<file path="src/design/gjmi_pkg.sv">
// package: widths, sequencer states and a helper function for the matrix inverse core
`default_nettype none
package gjmi_pkg;
	localparam int MaxOrder  = 8;
	localparam int OrdW      = 4;
	localparam int IdxW      = 3;                  // row / column index
	localparam int ColW      = 4;                  // augmented column index
	localparam int AddrW     = 7;                  // row*16 + col
	localparam int EntW      = 48;
	localparam int FracBits  = 16;
	localparam int CntW      = 7;
	localparam logic [EntW-1:0] Mag48 = {1'b0, {(EntW-1){1'b1}}};
	localparam logic [EntW-1:0] OneQ  = 48'h1_0000;

	typedef enum logic [3:0] {
		ST_LOAD, ST_FILL, ST_PRD, ST_MRD, ST_MDIV, ST_URD, ST_UMUL, ST_UWR,
		ST_CHK, ST_ORD, ST_ODIV, ST_OUT
	} gjmi_state_t;

	function automatic logic [EntW-1:0] sgn48(input logic [EntW-1:0] m, input logic neg);
		logic [EntW-1:0] c;
		c = (m > Mag48) ? Mag48 : m;
		return neg ? (~c + 1'b1) : c;
	endfunction
endpackage
`default_nettype wire

</file>
<file path="src/design/gjmi_div.sv">
// shared restoring divider: (|num| << 16) / |den|, one quotient bit per cycle, saturated
`default_nettype none
module gjmi_div (
	input  wire logic clk,
	input  wire logic arst_n,
	input  wire logic start,
	input  wire logic [gjmi_pkg::EntW-1:0] num,
	input  wire logic [gjmi_pkg::EntW-1:0] den,
	output logic done,
	output logic [gjmi_pkg::EntW-1:0] quo
);
	import gjmi_pkg::*;
	localparam int NumW = EntW + FracBits;  // 64-bit dividend
	localparam int StW  = 7;

	logic [NumW-1:0] dvd_q;
	logic [NumW-1:0] quo_q;
	logic [EntW:0]   rem_q;
	logic [EntW-1:0] dsr_q;
	logic            neg_q;
	logic            zero_q;
	logic [StW-1:0]  step_q;
	logic            done_q;
	logic [EntW:0]   trial;
	logic [EntW:0]   shifted;
	logic [EntW-1:0] nmag;
	logic [EntW-1:0] dmag;

	assign nmag = num[EntW-1] ? (~num + 1'b1) : num;
	assign dmag = den[EntW-1] ? (~den + 1'b1) : den;
	assign shifted = {rem_q[EntW-1:0], dvd_q[NumW-1]};
	assign trial   = shifted - {1'b0, dsr_q};

	// iteration control
	always_ff @(posedge clk or negedge arst_n) begin
		if (!arst_n) begin
			step_q <= '0;
			done_q <= 1'b0;
		end else begin
			done_q <= 1'b0;
			if (start) begin
				step_q <= StW'(NumW);
			end else if (step_q != '0) begin
				step_q <= step_q - 1'b1;
				if (step_q == StW'(1)) done_q <= 1'b1;
			end
		end
	end

	// datapath
	always_ff @(posedge clk) begin
		if (start) begin
			dvd_q  <= {nmag, {FracBits{1'b0}}};
			dsr_q  <= dmag;
			rem_q  <= '0;
			quo_q  <= '0;
			neg_q  <= num[EntW-1] ^ den[EntW-1];
			zero_q <= (den == '0);
		end else if (step_q != '0) begin
			dvd_q <= {dvd_q[NumW-2:0], 1'b0};
			if (!trial[EntW]) begin
				rem_q <= trial;
				quo_q <= {quo_q[NumW-2:0], 1'b1};
			end else begin
				rem_q <= shifted;
				quo_q <= {quo_q[NumW-2:0], 1'b0};
			end
		end
	end

	assign done = done_q;
	assign quo  = zero_q ? '0 :
		sgn48((quo_q[NumW-1:EntW] != '0) ? Mag48 : quo_q[EntW-1:0], neg_q);
endmodule
`default_nettype wire

</file>
<file path="config.mk">
export PLATFORM = sky130hd
export DESIGN_NAME = gjmi_div
export DESIGN_NICKNAME = d
export VERILOG_FILES = /design/src/design/gjmi_pkg.sv /design/src/design/gjmi_div.sv
export SDC_FILE = /design/constraint.sdc
export NUM_CORES = 1
export LEC_CHECK = 0
export BUFFER_PORTS_ARGS = -buffer_cell sky130_fd_sc_hd__buf_2
export CAP_MARGIN = 20
export CORE_MARGIN = 2
export CORE_UTILIZATION = 25
export CTS_CLUSTER_DIAMETER = 200
export DETAILED_ROUTE_END_ITERATION = 16
export MAX_ROUTING_LAYER = met4
export PLACE_DENSITY = 0.52
export SLEW_MARGIN = 20
export SYNTH_ARGS = -nofsm -noshare
export SYNTH_HDL_FRONTEND = slang
export SYNTH_SLANG_ARGS = --single-unit
</file>
<file path="constraint.sdc">
create_clock -name clk -period 4.55 [get_ports clk]
set_clock_uncertainty 0.15 [all_clocks]
set_input_delay 0.6825 -clock clk [delete_from_list [all_inputs] [get_ports clk]]
set_output_delay 0.6825 -clock clk [all_outputs]
set_load 0.005 [all_outputs]
</file>
==> results.tsv <==
metric	value	unit
holdPathEnd	dsr_q[0]	
cp_max_fo	4	
dieWidth	243	um
setup_viol_count_final	18	
drtPass1Iterations	6	
intPower	5.42	mW
timing.final.crit_share	106	%
clock_latency	0.58	ns
fp.dieH	243	um
crit_arrival	4.00	ns
syn_area_per_cell	8.07	um^2
p_switching	3.18	mW
place_area	15800	um^2
hold_path.class	input port to flip-flop	
place_hpwl	26.8	mm
first_global_vias	12200	
root_buffer	clkbuf_16	
vias	13000	
dieArea	59000	um^2
place_inst	2591	
r2r-end	rem_q[12]	
slew_viol_final	0	
startpoint	quo_q[62]	
syn-num-nets	1920	
min_from	den[0]	
synth.distinct_cells	69	
final_util	30.8	%
path_clk_slew	0.06	ns
syn_area	14300	um^2
p_comb_share	42.1	%
synth_cells	1767	
worstSetupStartpointType	flip-flop	
cp-end-kind	primary output	
worst_pin_slew	0.954	ns
cpPeakStageDelay	0.47	ns
final_common_cell	nand2_1	
holdPathStages	1	
antenna_found_initial	3	
yosys_warnings	0	
grt_pass1_wl	63.7	mm
path_class	flip-flop to primary output	
nets	2043	
via_per_inst	4.87	
postRouteAntennaNets	0	
reg2reg_slack	0.30	ns
p_leak	6.96	nW
seq_area_frac_synth	37.8	%
power_frac_seq	30.3	%
fin_setup_tns	-2.99	ns
syn_to_final_growth	21.9	%
synth_edf_count	98	
finalPower	8.59	mW
rsz0062_at_grt	true	
track_usage	13.2	%
place_ws	0.0438	ns
htree_levels	1	
cts.sinks	218	
fmax	207	MHz
ys_async_sr_fraction	3.67	%
violations	negative setup slack	
gp_congestion	0.917	
routed_wl	38.9	mm
drt_iter0_drc	923	
cts_tree	built	
fin_area	17400	um^2
coreArea	56400	um^2
synth_ff_type	dfxtp_1	
most-common-layout-cells	nand2_1 (272), nor2_1 (225), a21oi_1 (186)	
worst_slack	-0.287	ns
io_pins	148	
p_per_area	494	nW/um^2
cts_made_buffers	29	
max_cap_viol_count	0	
start_util	25.3	%
status	finished with violations	
grt_overflow	0	
ys_ff_latch	218	
wl_per_cell	14.6	um
whs	0.190	ns
required	3.72	ns
reg2reg_depth	12	
hold_viol_final	0	
crit_slowest_cell	or4_4	
route.detailed.drc	0	
p_clk_share	27.6	%
grt_max_degree	156	
r2r-start	dsr_q[23]	
power.share.switching	37.0	%
crit_chain	nor4_4, nand4_1, or4_4, buf_6, nor2_4, ha_4, nand2_4, nor4_4, nand3_1, nand3b_1, buf_6, o41ai_4, buf_4, o21ai_4, a21oi_2, xnor2_2, nor2_1, buf_2	
period_needed	4.84	ns
io_buffers	147	
layout-drive-gt1-share	16.7	%
worst_slew_margin_rel	36.4	%
cts_buffer_depth	3	
max-vdd-ir-drop	276	uV
rows	87	
stdcell_count	2671	
power by group through the flow:
stage	Clock, mW	Sequential (mW)	Combinational [mW]
3_5_place_dp	0	2.64	3.23
3_3_place_gp	0	2.64	3.20
5_1_grt	2.54	2.65	4.04
2_1_floorplan	0	2.57	2.43
6_report	2.37	2.60	3.62
4_1_cts	2.46	2.61	3.55
area by class of cell:
type | count | area (um^2)
fill | 6065 | 39000
multi-input combinational | 1375 | 8570
sequential | 218 | 5390
timing repair buffer | 193 | 1190
tap | 756 | 946
clock buffer | 36 | 812
inverter | 73 | 274
clock inverter | 18 | 200
antenna | 2 | 5.00
metal layers:
| layer | wire length (um) | global-route usage, % |
|---|---|---|
| met2 | 17400 | 20.6 |
| met5 | 0 | - |
| met1 | 18500 | 17.8 |
| met4 | 838 | 3.30 |
| met3 | 2200 | 2.17 |
synthesized netlist by cell type (5+ instances only):
| library cell | n | area share, % |
|---|---|---|
| buf_1 | 6 | 0.16 |
| o21a_1 | 8 | 0.42 |
| edfxtp_1 | 98 | 21 |
| a21oi_1 | 189 | 6.6 |
| nor2b_1 | 7 | 0.31 |
| xor2_1 | 69 | 4.2 |
| or4_4 | 7 | 0.55 |
| dfxtp_1 | 112 | 16 |
| or4_1 | 15 | 0.79 |
| o31ai_1 | 35 | 1.8 |
| a211oi_1 | 18 | 0.95 |
| o21bai_1 | 8 | 0.42 |
| nor2_1 | 228 | 6.0 |
| o211ai_1 | 8 | 0.42 |
| xnor2_1 | 95 | 5.8 |
| or3_1 | 28 | 1.2 |
| nand2b_1 | 9 | 0.39 |
| dfrtp_1 | 8 | 1.4 |
| inv_1 | 73 | 1.9 |
| o21ai_0 | 76 | 2.7 |
| or2_2 | 6 | 0.26 |
| nand2_1 | 278 | 7.3 |
| clkbuf_1 | 94 | 2.5 |
| ha_1 | 53 | 4.7 |
| a311oi_1 | 28 | 1.7 |
| and3_1 | 11 | 0.48 |
| nand3_1 | 16 | 0.56 |
| nor3_1 | 26 | 0.91 |
| and2_1 | 5 | 0.22 |
| o41ai_1 | 14 | 0.86 |
| nor4_1 | 15 | 0.66 |
| a221oi_1 | 11 | 0.68 |
| a21o_1 | 22 | 1.2 |
| a31oi_1 | 12 | 0.53 |
| nand4_1 | 13 | 0.57 |
flip-flops by register name, summed over array words and instances, names as in the netlist:
signal  count
done        1
quo_q      64
step_q      7
dsr_q      48
dvd_q      48
zero_q      1
neg_q       1
rem_q      48
worst max-delay path, delay by kind of cell, from the launching register on:
kind	cells	cell delay, ns
simple gates	9	1.69
buf+inv	4	0.62
compound gates	3	0.46
flops	1	0.34
fa+ha+maj	1	0.17
xor+xnor	1	0.14
how the worst max path moves through the flow:
stage | end | slack (ns) | cells past startpoint
finish | quo[44] | -0.29 | 18
global route | quo[44] | -0.53 | 18
CTS | quo[45] | -0.35 | 12
detailed placement | quo[38] | 0.04 | 15
global placement | quo[38] | 0.13 | 15
floorplan | quo[44] | 0.05 | 17
cells by family (layout without fill, tap and decap cells):
logic type	count (synthesis)	count (layout)	synth area share [%]
AO/OA/AOI/OAI	461	461	20.4
XOR/XNOR	164	164	10.1
flip-flops	218	218	37.8
multiplexers	4	4	0.281
adder cells (fa/ha/maj)	54	54	4.79
buffers and inverters	174	320	4.59
AND/OR/NAND/NOR	692	692	22.1
other	0	2	0
what timing repair did:
item,4_1_cts,5_1_grt
setup endpoints to repair,24,29
hold buffers,1,0
pin swaps,29,18
hold endpoints to repair,8,0
setup buffers,26,6
gates resized for setup,50,26
No activity file was read; power rests on OpenSTA's default activity.
